File: src/design/adsr_pkg.sv
// Package for the linear ADSR envelope generator: widths, reset values,
// envelope phase codes and register indexes.
// Used by adsr_envelope_generator and adsr_checker; depends on nothing.
package adsr_pkg;

  localparam int COUNT_BITS = 17;
  localparam logic [COUNT_BITS-1:0] COUNT_MAX = {COUNT_BITS{1'b1}};

  localparam logic [15:0] FULL_SCALE = 16'd32768;

  // Dividend of a ramp: level difference (at most 2^15) times the count.
  localparam int DIV_BITS = 15 + COUNT_BITS;
  localparam int ITER_W   = $clog2(DIV_BITS);

  // Shared multiplier operands: A is a signed sample or a level difference,
  // B is a count or an unsigned level, each with a sign bit.
  localparam int MUL_A_W = 17;
  localparam int MUL_B_W = ((COUNT_BITS > 16) ? COUNT_BITS : 16) + 1;
  localparam int PROD_W  = MUL_A_W + MUL_B_W;

  localparam int ADDR_W = 4;

  localparam logic [15:0] RST_ATTACK  = 16'd19845;
  localparam logic [15:0] RST_DECAY   = 16'd220;
  localparam logic [15:0] RST_SUSTAIN = 16'd32768;
  localparam logic [15:0] RST_RELEASE = 16'd220;
  localparam logic [15:0] RST_START   = 16'd2294;

  typedef enum logic [1:0] {
    PH_ATTACK  = 2'd0,
    PH_DECAY   = 2'd1,
    PH_SUSTAIN = 2'd2,
    PH_RELEASE = 2'd3
  } phase_t;

  typedef enum logic [1:0] {
    REG_ATTACK  = 2'd0,
    REG_DECAY   = 2'd1,
    REG_SUSTAIN = 2'd2,
    REG_RELEASE = 2'd3
  } reg_idx_t;

endpackage

File: src/design/adsr_envelope_generator.sv
// Linear ADSR envelope generator: one sample and gate bit in, one shaped
// sample and envelope level out. Ramps use one shared multiplier and a
// bit-serial restoring divider. Depends on adsr_pkg.
//
//   channel  direction  handshake          payload
//   in       input      in_valid/in_ready  in_sample_in[15:0] s, in_gate
//   out      output     out_valid/out_ready out_sample_out[15:0] s, out_level[15:0]
//   cfg      input      psel/penable/pwrite/pready  paddr[3:0], pwdata[31:0]
//
// A ramped item steps through taking the item, one multiply, one divider
// step per quotient bit, clamping the level and multiplying the sample. A
// held or sustained level goes from taking the item straight to the sample
// multiply.
// The input is ready whenever the sequencer is idle, even while a result
// waits in the output register; the final step waits for that register.
// rst_n is synchronous and restores register defaults and envelope state.
module adsr_envelope_generator (
  input  logic                             clk,
  input  logic                             rst_n,
  input  logic                             in_valid,
  output logic                             in_ready,
  input  logic signed [15:0]               in_sample_in,
  input  logic                             in_gate,
  output logic                             out_valid,
  input  logic                             out_ready,
  output logic signed [15:0]               out_sample_out,
  output logic [15:0]                      out_level,
  input  logic                             psel,
  input  logic                             penable,
  input  logic                             pwrite,
  input  logic [adsr_pkg::ADDR_W-1:0]      paddr,
  input  logic [31:0]                      pwdata,
  output logic [31:0]                      prdata,
  output logic                             pready
);

  localparam int CB     = adsr_pkg::COUNT_BITS;
  localparam int DB     = adsr_pkg::DIV_BITS;
  localparam int SH_W   = adsr_pkg::PROD_W - 15;
  localparam logic signed [SH_W-1:0] SAT_HI = SH_W'(32767);
  localparam logic signed [SH_W-1:0] SAT_LO = SH_W'(-32768);

  typedef enum logic [2:0] {
    S_IDLE,
    S_MUL,
    S_DIV,
    S_LEVEL,
    S_OUT
  } state_t;

  // Configuration registers.
  logic [15:0] atk_r, dec_r, sus_cfg_r, rel_r;

  // Envelope state.
  adsr_pkg::phase_t phase_r;
  logic [15:0]      env_r;
  logic [15:0]      start_r;
  logic [CB-1:0]    count_r;
  logic             last_gate_r;

  // Sequencer and working registers.
  state_t                 state_r;
  logic [15:0]            from_r;
  logic                   up_r;
  logic [15:0]            diff_r;
  logic [CB-1:0]          num_r;
  logic [15:0]            den_r;
  logic signed [15:0]     sample_r;
  logic [DB-1:0]          quo_r;
  logic [15:0]            rem_r;
  logic [adsr_pkg::ITER_W-1:0] iter_r;
  logic                   out_valid_r;
  logic signed [15:0]     out_sample_r;
  logic [15:0]            out_level_r;

  // ---------------------------------------------------------------------
  // Configuration port
  // ---------------------------------------------------------------------
  logic                 cfg_wr;
  adsr_pkg::reg_idx_t   cfg_idx;

  assign pready  = 1'b1;
  assign cfg_wr  = psel && penable && pwrite;
  assign cfg_idx = adsr_pkg::reg_idx_t'(paddr[3:2]);

  always_ff @(posedge clk) begin
    if (!rst_n) begin
      atk_r     <= adsr_pkg::RST_ATTACK;
      dec_r     <= adsr_pkg::RST_DECAY;
      sus_cfg_r <= adsr_pkg::RST_SUSTAIN;
      rel_r     <= adsr_pkg::RST_RELEASE;
    end else if (cfg_wr) begin
      case (cfg_idx)
        adsr_pkg::REG_ATTACK:  atk_r     <= pwdata[15:0];
        adsr_pkg::REG_DECAY:   dec_r     <= pwdata[15:0];
        adsr_pkg::REG_SUSTAIN: sus_cfg_r <= pwdata[15:0];
        adsr_pkg::REG_RELEASE: rel_r     <= pwdata[15:0];
        default: ;
      endcase
    end
  end

  always_comb begin
    case (cfg_idx)
      adsr_pkg::REG_ATTACK:  prdata = {16'd0, atk_r};
      adsr_pkg::REG_DECAY:   prdata = {16'd0, dec_r};
      adsr_pkg::REG_SUSTAIN: prdata = {16'd0, sus_cfg_r};
      adsr_pkg::REG_RELEASE: prdata = {16'd0, rel_r};
      default:               prdata = 32'd0;
    endcase
  end

  // ---------------------------------------------------------------------
  // Phase decisions for the item on the input
  // ---------------------------------------------------------------------
  logic               in_acc;
  logic               gate_edge;
  adsr_pkg::phase_t   ph_e, phase_nxt;
  logic [CB-1:0]      cnt_e, cnt_base, count_nxt;
  logic [15:0]        st_e, start_nxt;
  logic [15:0]        sus;
  logic [15:0]        to_v, den_v, env_hold;
  logic               ramp_go;
  logic               ramp_up;
  logic [15:0]        ramp_diff;
  logic [31:0]        cnt32;

  assign in_ready = (state_r == S_IDLE);
  assign in_acc   = in_valid && in_ready;

  always_comb begin
    gate_edge = (in_gate != last_gate_r);
    if (gate_edge) begin
      ph_e  = in_gate ? adsr_pkg::PH_ATTACK : adsr_pkg::PH_RELEASE;
      cnt_e = '0;
      st_e  = env_r;
    end else begin
      ph_e  = phase_r;
      cnt_e = count_r;
      st_e  = start_r;
    end
    sus   = (sus_cfg_r > adsr_pkg::FULL_SCALE) ? adsr_pkg::FULL_SCALE : sus_cfg_r;
    cnt32 = 32'(cnt_e);

    phase_nxt = ph_e;
    cnt_base  = cnt_e;
    start_nxt = st_e;
    ramp_go   = 1'b0;
    to_v      = 16'd0;
    den_v     = 16'd1;
    env_hold  = env_r;

    case (ph_e)
      adsr_pkg::PH_ATTACK: begin
        if (atk_r == 16'd0) begin
          // Zero attack goes straight to decay and keeps the level.
          start_nxt = adsr_pkg::FULL_SCALE;
          phase_nxt = adsr_pkg::PH_DECAY;
          cnt_base  = '0;
        end else begin
          ramp_go = 1'b1;
          to_v    = adsr_pkg::FULL_SCALE;
          den_v   = atk_r;
          if (cnt32 > 32'(atk_r)) begin
            cnt_base  = '0;
            phase_nxt = adsr_pkg::PH_DECAY;
            start_nxt = adsr_pkg::FULL_SCALE;
          end
        end
      end
      adsr_pkg::PH_DECAY: begin
        if (dec_r == 16'd0) begin
          env_hold  = sus;
          cnt_base  = '0;
          phase_nxt = adsr_pkg::PH_SUSTAIN;
        end else begin
          ramp_go = 1'b1;
          to_v    = sus;
          den_v   = dec_r;
          if (cnt32 > 32'(dec_r)) begin
            cnt_base  = '0;
            phase_nxt = adsr_pkg::PH_SUSTAIN;
          end
        end
      end
      adsr_pkg::PH_SUSTAIN: begin
        env_hold = sus;
      end
      default: begin
        if (cnt32 < 32'(rel_r)) begin
          ramp_go = 1'b1;
          to_v    = 16'd0;
          den_v   = rel_r;
        end else begin
          env_hold = 16'd0;
        end
      end
    endcase

    count_nxt = (cnt_base == adsr_pkg::COUNT_MAX) ? cnt_base : cnt_base + 1'b1;
    ramp_up   = (to_v >= st_e);
    ramp_diff = ramp_up ? (to_v - st_e) : (st_e - to_v);
  end

  // ---------------------------------------------------------------------
  // Shared multiplier, divider step and level clamp
  // ---------------------------------------------------------------------
  logic signed [adsr_pkg::MUL_A_W-1:0]  mul_a;
  logic signed [adsr_pkg::MUL_B_W-1:0]  mul_b;
  logic signed [adsr_pkg::PROD_W-1:0]   prod;
  logic signed [SH_W-1:0]               shaped;
  logic signed [15:0]                   shaped_sat;

  always_comb begin
    if (state_r == S_MUL) begin
      mul_a = signed'(adsr_pkg::MUL_A_W'(diff_r));
      mul_b = signed'(adsr_pkg::MUL_B_W'(num_r));
    end else begin
      mul_a = adsr_pkg::MUL_A_W'(sample_r);
      mul_b = signed'(adsr_pkg::MUL_B_W'(env_r));
    end
    prod   = mul_a * mul_b;
    shaped = prod[adsr_pkg::PROD_W-1:15];
    if (shaped > SAT_HI)
      shaped_sat = 16'sd32767;
    else if (shaped < SAT_LO)
      shaped_sat = -16'sd32768;
    else
      shaped_sat = shaped[15:0];
  end

  logic [16:0] div_sh;
  logic        div_take;
  logic [16:0] div_diff;

  assign div_sh   = {rem_r, quo_r[DB-1]};
  assign div_take = (div_sh >= {1'b0, den_r});
  assign div_diff = div_sh - {1'b0, den_r};

  logic [DB:0]  lvl_sum;
  logic [15:0]  lvl_v;

  always_comb begin
    lvl_sum = (DB+1)'(from_r) + (DB+1)'(quo_r);
    if (up_r) begin
      lvl_v = (lvl_sum > (DB+1)'(adsr_pkg::FULL_SCALE)) ? adsr_pkg::FULL_SCALE
                                                         : lvl_sum[15:0];
    end else begin
      lvl_v = (quo_r > DB'(from_r)) ? 16'd0 : (from_r - quo_r[15:0]);
    end
  end

  // ---------------------------------------------------------------------
  // Sequencer
  // ---------------------------------------------------------------------
  logic out_load;
  assign out_load = (state_r == S_OUT) && (!out_valid_r || out_ready);

  always_ff @(posedge clk) begin
    if (!rst_n) begin
      state_r     <= S_IDLE;
      phase_r     <= adsr_pkg::PH_RELEASE;
      env_r       <= 16'd0;
      start_r     <= adsr_pkg::RST_START;
      count_r     <= '0;
      last_gate_r <= 1'b0;
      out_valid_r <= 1'b0;
      iter_r      <= '0;
    end else begin
      if (out_load)
        out_valid_r <= 1'b1;
      else if (out_ready)
        out_valid_r <= 1'b0;

      case (state_r)
        S_IDLE: begin
          if (in_acc) begin
            phase_r     <= phase_nxt;
            count_r     <= count_nxt;
            start_r     <= start_nxt;
            last_gate_r <= in_gate;
            sample_r    <= in_sample_in;
            from_r      <= st_e;
            up_r        <= ramp_up;
            diff_r      <= ramp_diff;
            num_r       <= cnt_e;
            den_r       <= den_v;
            if (ramp_go) begin
              state_r <= S_MUL;
            end else begin
              env_r   <= env_hold;
              state_r <= S_OUT;
            end
          end
        end
        S_MUL: begin
          quo_r   <= prod[DB-1:0];
          rem_r   <= 16'd0;
          iter_r  <= adsr_pkg::ITER_W'(DB - 1);
          state_r <= S_DIV;
        end
        S_DIV: begin
          if (div_take) begin
            rem_r <= div_diff[15:0];
            quo_r <= {quo_r[DB-2:0], 1'b1};
          end else begin
            rem_r <= div_sh[15:0];
            quo_r <= {quo_r[DB-2:0], 1'b0};
          end
          if (iter_r == '0)
            state_r <= S_LEVEL;
          else
            iter_r <= iter_r - 1'b1;
        end
        S_LEVEL: begin
          env_r   <= lvl_v;
          state_r <= S_OUT;
        end
        S_OUT: begin
          if (out_load) begin
            out_sample_r <= shaped_sat;
            out_level_r  <= env_r;
            state_r      <= S_IDLE;
          end
        end
        default: state_r <= S_IDLE;
      endcase
    end
  end

  assign out_valid      = out_valid_r;
  assign out_sample_out = out_sample_r;
  assign out_level      = out_level_r;

endmodule

File: config.mk
export PLATFORM = sky130hd
export DESIGN_NAME = adsr_envelope_generator
export DESIGN_NICKNAME = d
export VERILOG_FILES = /design/src/design/adsr_pkg.sv /design/src/design/adsr_envelope_generator.sv
export SDC_FILE = /design/constraint.sdc
export NUM_CORES = 2
export LEC_CHECK = 0
export CAP_MARGIN = 25
export CORE_MARGIN = 2
export CORE_UTILIZATION = 60
export DETAILED_ROUTE_END_ITERATION = 7
export DONT_BUFFER_PORTS = 1
export GPL_TIMING_DRIVEN = 0
export PLACE_DENSITY = 0.79
export RECOVER_POWER = 25
export SLEW_MARGIN = 5
export SYNTH_ARGS = -nofsm -noshare
export SYNTH_HDL_FRONTEND = slang
export SYNTH_SLANG_ARGS = --single-unit
File: constraint.sdc
create_clock -name clk -period 7.7 [get_ports clk]
set_input_delay 2.31 -clock clk [delete_from_list [all_inputs] [get_ports clk]]
set_output_delay 2.31 -clock clk [all_outputs]
set_load 0.005 [all_outputs]
## Yosys cells after proc, flatten, opt, wreduce, memory -nomap -nowiden

Index checks and enable logic that the tools add are counted.

| word-level totals | value |
|---|---|
| register bits after elaboration | 287 |
| latch bits | 0 |
| memory bits (writable) | 0 |
| ROM bits | 0 |
| input port bits | 60 |
| output and inout port bits | 67 |
| word-level logic and storage cells | 142 |
| memories | 0 |

| cells by class | value |
|---|---|
| add/sub/neg operators | 7 |
| multiply operators | 1 |
| div/mod/pow operators | 0 |
| magnitude comparators | 10 |
| eq/ne operators | 19 |
| shift operators | 0 |
| muxes and demuxes | 57 |
| bitwise logic cells | 0 |
| reductions and logical operators | 26 |

Operator list:

| cell | number |
|---|---|
| $mux 16 | 20 |
| $mux 17 | 8 |
| $pmux 32 s4 | 1 |
| $pmux 16 s2 | 3 |
| $pmux 16 s3 | 2 |
| $pmux 32 s2 | 1 |
| $sub 16x16->16 | 4 |
| $mul 17x18->35 | 1 |
| $gt 17x16->1 | 2 |
| $pmux 17 s2 | 1 |
| $add 16x32->33 | 1 |
| $gt 33x16->1 const B | 1 |
| $gt 32x16->1 | 1 |
| $logic_not 16->1 | 2 |
| $gt 20x16->1 const B | 1 |
| $lt 20x16->1 const B | 1 |
| $add 17x1->17 const B | 1 |
| $eq 17x17->1 const B | 1 |
| $ge 17x16->1 | 1 |
| $lt 17x16->1 | 1 |
| $ge 16x16->1 | 1 |
| $gt 16x16->1 const B | 1 |
| $pmux 3 s5 | 1 |
| $reduce_and 2->1 | 7 |
| other kinds (27) | 56 |

## Logic depth before layout (Yosys ltp)

| depth | value |
|---|---|
| depth in word-level cells | 8 |
| mapped depth | 31 |
| mapped depth without buffers | 26 |

## Worst setup path before layout

OpenSTA, ideal clock, no wires.

| path | value |
|---|---|
| path type | register to register |
| start point | register state_r[0] |
| end point | register out_sample_r[10] (netlist: out_sample_out[10]), data pin |
| setup time | 0.270 ns |
| data arrival time | 7.983 ns |
| data required time | 7.430 ns |
| setup slack | -0.553 ns |
| stages on the path, launching flop included | 30 |
| buffers on the path | 5 |
| clock period less this slack | 8.253 ns |
| path through | dfxtp_1 -> clkbuf_1 -> nor3b_1 -> buf_1 -> buf_1 -> buf_1 -> mux2i_1 -> nor2_1 -> fa_1 -> inv_1 -> fa_1 -> inv_1 -> ha_1 -> fa_1 -> fa_1 -> inv_1 -> fa_1 -> inv_1 -> ha_1 -> and2_1 -> nor4_1 -> a211oi_1 -> a211o_1 -> o221ai_2 -> o31ai_1 -> a21oi_1 -> o31ai_2 -> o41ai_2 -> clkbuf_1 -> o21ai_0 |

| between the ends | value |
|---|---|
| cells in the longest elaborated chain, start to end | 5 |
| elaborated cells between the ends (all ways) | 7 |
| those cells by class | mul: 1; order compare: 2; eq/ne: 1; mux: 3 |

RTL lines:

| what | RTL line | RTL |
|---|---|---|
| from (decl) | adsr_envelope_generator.sv:62 | `state_t state_r;` |
| from (signal assigned) | adsr_envelope_generator.sv:261 | `state_r <= S_IDLE;` |
| from (signal assigned) | adsr_envelope_generator.sv:289 | `state_r <= S_MUL;` |
| from (signal assigned) | adsr_envelope_generator.sv:292 | `state_r <= S_OUT;` |
| $eq 3x1->1 * | adsr_envelope_generator.sv:215 | `if (state_r == S_MUL) begin` |
| $mux 17 | adsr_envelope_generator.sv:215 |  |
| $mul 17x18->35 * | adsr_envelope_generator.sv:222 | `prod = mul_a * mul_b;` |
| $lt 20x16->1 | adsr_envelope_generator.sv:226 | `else if (shaped < SAT_LO)` |
| $mux 16 | adsr_envelope_generator.sv:226 |  |
| to (signal assigned) | adsr_envelope_generator.sv:321 | `out_sample_r <= shaped_sat;` |
| to (decl) | adsr_envelope_generator.sv:73 | `logic signed [15:0] out_sample_r;` |

Mark *: on every way between the ends. The rest lies on a longest branch, timed or not.
A chain may end at the register's enable or synchronous reset.

## Worst setup path after layout

| path | value |
|---|---|
| start point | register state_r[2] |
| end point | register out_sample_r[10] (netlist: out_sample_out[10]), data pin |

Same word-level chain as after synthesis.

==> results.sh <==
export IMPL_gr_usage_met3_pct=14.0
export IMPL_crit_arrival_ns=7.96
export IMPL_status="finished with violations"
export IMPL_hold_path_class="reg -> reg"
export IMPL_use_met1_pct=56.6
export IMPL_ys_seq_elements=287
export IMPL_grt_pass1_wl_um=153000
export IMPL_ff2ff_setup_slack_ns=0.04
export IMPL_post_route_min_period_ns=7.66
export IMPL_slew_violations=0
export IMPL_drc=3
export IMPL_grt_start_max_net_pins=38
export IMPL_top_register="quo_r"
export IMPL_start_util_pct=61.0
export IMPL_path_common_cell="fa_1"
export IMPL_rsz0062_at_grt="yes"
export IMPL_ys_types=91
export IMPL_port_buffers=0
export IMPL_cts_htree_levels=2
export IMPL_yosys_area_top_type_share_pct=17.1
export IMPL_drive_gt1_share_pct=12.9
export IMPL_root_buffer="clkbuf_16"
export IMPL_multiInputGateArea_um2=19800
export IMPL_drtPass1Iterations=8
export IMPL_ant_nets=0
export IMPL_cts_buffers_inserted=35
export IMPL_yosys_area_top_type="edfxtp_1"
export IMPL_crit_start="state_r[2]"
export IMPL_gr_total_overflow=0
export IMPL_violations="DRC"
export IMPL_setup_violations=0
export IMPL_slowest_stage="fa_1"
export IMPL_peakVddDrop_uv=572
export IMPL_min_from="count_r[0]"
export IMPL_cpPeakStageDelay_ns=0.52
export IMPL_clk_pin_slew_ns=0.06
export IMPL_worst_pin_slew_ns=0.932
export IMPL_synthCells=3223
export IMPL_antenna_found_initial=3
export IMPL_cts_tree="done"
export IMPL_met2_usage_pct=60.6
export IMPL_core_area_um2=46700
export IMPL_syn_area_um2=28500
export IMPL_synth_edf_count=162
export IMPL_dpl_hpwl_um=79700
export IMPL_rows=79
export IMPL_clockBufferDepth=3
export IMPL_routed_wl_um=104000
export IMPL_ys_async_sr_fraction_pct=0
export IMPL_critPathRequiredTime_ns=8.00
export IMPL_synth_warnings=0
export IMPL_synthToLayoutAreaGrowth_pct=14.8
export IMPL_reg2reg_from="state_r[2]"
export IMPL_nets=3947
export IMPL_largest_reg_flops=32
export IMPL_startpoint_type="flop"
export IMPL_reg_largest_list="quo_r: 32 flops, count_r: 17 flops, num_r: 17 flops"
export IMPL_hold_viol=0
export IMPL_layout_area_seq_um2=7380
export IMPL_fin_area_um2=32700
export IMPL_via_per_inst=6.48
export IMPL_gp_congestion=1.05
export IMPL_path_class="reg -> reg"
export IMPL_grt_pass1_vias=25200
export IMPL_cts_hold_buf=0
export IMPL_yosys_top_cells_area="edfxtp_1, fa_1, ha_1, dfxtp_1, inv_1"
export IMPL_p_per_area_nw_per_um2=338
export IMPL_wl_per_cell_um=25.8
export IMPL_die_area_um2=49200
export IMPL_pin_count=127
export IMPL_fillers=3594
export IMPL_relSlewSlack_pct=37.9
export IMPL_die_w_um=222
export IMPL_fin_worst_skew_ns=0.0331
export IMPL_dpl_cell_area_um2=29500
export IMPL_drv_cap=0
export IMPL_drtIter0Drc=3067
export IMPL_ys_seq_area_share_pct=25.9
export IMPL_crit_path_end_kind="flop"
export IMPL_fin_crit_sh_pct=99.5
export IMPL_leakagePower_nw=14.6
export IMPL_grt_total_usage_pct=41.2
export IMPL_busiest_layer="met2"
export IMPL_crit_path_end="out_sample_out[10]"
export IMPL_die_y_um=222
export IMPL_r2r_end="out_sample_out[10]"
export IMPL_total_power_w=0.0110
export IMPL_rr_worst_depth=32
export IMPL_vias=26000
export IMPL_cts_sinks=287
export IMPL_syn_avg_cell_area_um2=8.83
export IMPL_synth_main_ff_cell="edfxtp_1"
export IMPL_cp_max_fo=6
export IMPL_fmax_mhz=131
export IMPL_clkLatencyLatePin_ns=0.59
## area by class of cell
class	instances	area share (%)
antenna	3	0.0230
timing repair buffer	115	3.31
sequential	287	22.6
clock buffer	39	2.73
clock inverter	23	0.850
multi-input combinational	2369	60.7
inverter	442	5.08
tap	607	2.32
buffer	134	2.45
## placed cells by master, fill, tap and decap left out, types with 21 or more instances in the layout
master / netlist / layout
dfxtp_1: 125 / 122
buf_4: 17 / 101
nor3_1: 43 / 41
and3_1: 24 / 23
mux2i_1: 79 / 51
nand2_1: 391 / 387
o211ai_1: 27 / 27
nor2b_1: 34 / 34
inv_1: 442 / 430
a21oi_1: 209 / 202
nand4_1: 24 / 24
o21a_1: 21 / 21
ha_1: 274 / 257
clkbuf_1: 97 / 82
fa_1: 229 / 212
nor4_1: 24 / 22
xor2_1: 24 / 24
clkbuf_16: 0 / 39
buf_6: 2 / 25
and2_1: 35 / 22
nor2_1: 287 / 280
a31oi_1: 22 / 22
o21ai_0: 141 / 120
edfxtp_1: 162 / 162
nand3_1: 45 / 45
mux2i_4: 0 / 25
xnor2_1: 43 / 41
a22oi_1: 22 / 22
a21o_1: 38 / 38
nand2b_1: 34 / 34
## power breakdown
| part | switching, W | total (W) | internal (W) |
|---|---|---|---|
| Combinational | 0.00433 | 0.00712 | 0.00279 |
| Clock | 0.000740 | 0.00175 | 0.00101 |
| Sequential | 0.000198 | 0.00217 | 0.00197 |
## cell usage after synthesis (24+ instances only)
cell,n
inv_1,442
a21o_1,38
nor4_1,24
mux2_2,29
mux2i_1,79
o21ai_0,141
nor3_1,43
dfxtp_1,125
o211ai_1,27
xor2_1,24
nand2_1,391
ha_1,274
xnor2_1,43
fa_1,229
clkbuf_1,97
nand4_1,24
and3_1,24
a21oi_1,209
and2_1,35
nand3_1,45
nand2b_1,34
nor2b_1,34
nor2_1,287
edfxtp_1,162
## per-layer routing
metal  up-vias  part of all wire, %
li1      11200                    -
met1     12500                   39
met2      1907                   42
met3       352                   15
met4         6                  4.4
met5         -                0.040
## what timing repair did
item,in CTS,in global routing
cloned,1,5
setup endpoints to repair,42,43
gates resized for setup,152,155
buffers inserted,39,56
pin swaps,17,65
## through the flow
| stage | std cells | hold WS, ns | setup WS, ns | TNS (ns) | util [%] |
|---|---|---|---|---|---|
| 6_report | 4019 | 0.471 | 0.0394 | 0 | 70.1 |
| 3_5_place_dp | 3859 | 0.456 | -2.05 | -64.34 | 63.3 |
| 5_1_grt | 4016 | 0.486 | -0.153 | -1.78 | 70.0 |
| 4_1_cts | 3959 | 0.464 | -0.00263 | -0.00263 | 67.9 |
| 2_1_floorplan | 3238 | 0.435 | 0.00604 | 0 | - |
| 3_3_place_gp | 3845 | 0.445 | -1.91 | -176.83 | 62.9 |
## worst max-delay path: cells and delay by family, from the launching register on
family	cells	cell delay, ns
adders and majority gates	7	2.81
AOI/OAI and AO/OA	8	1.62
buffers and inverters	12	1.47
and+or+nand+nor	4	0.76
DFF	1	0.37
muxes	1	0.34
## worst min path at each step
stage	slack, ns	to	cells after the start
detailed placement	0.46	count_r[3]	2
global route	0.49	count_r[3]	2
finish	0.47	count_r[0]	2
floorplan	0.44	count_r[3]	2
CTS	0.46	count_r[3]	2
global placement	0.44	count_r[3]	2
## cells by family after synthesis
group           count (synthesis)  synth area share (%)
compound gates                641                  14.3
xor+xnor                       68                  2.12
fa+ha+maj                     504                  28.2
buf+inv                       582                  7.99
flops                         287                  25.9
mux                           124                  5.19
other cells                     2                0.0264
simple gates                 1015                  16.3
(Power assumes the default switching activity.)
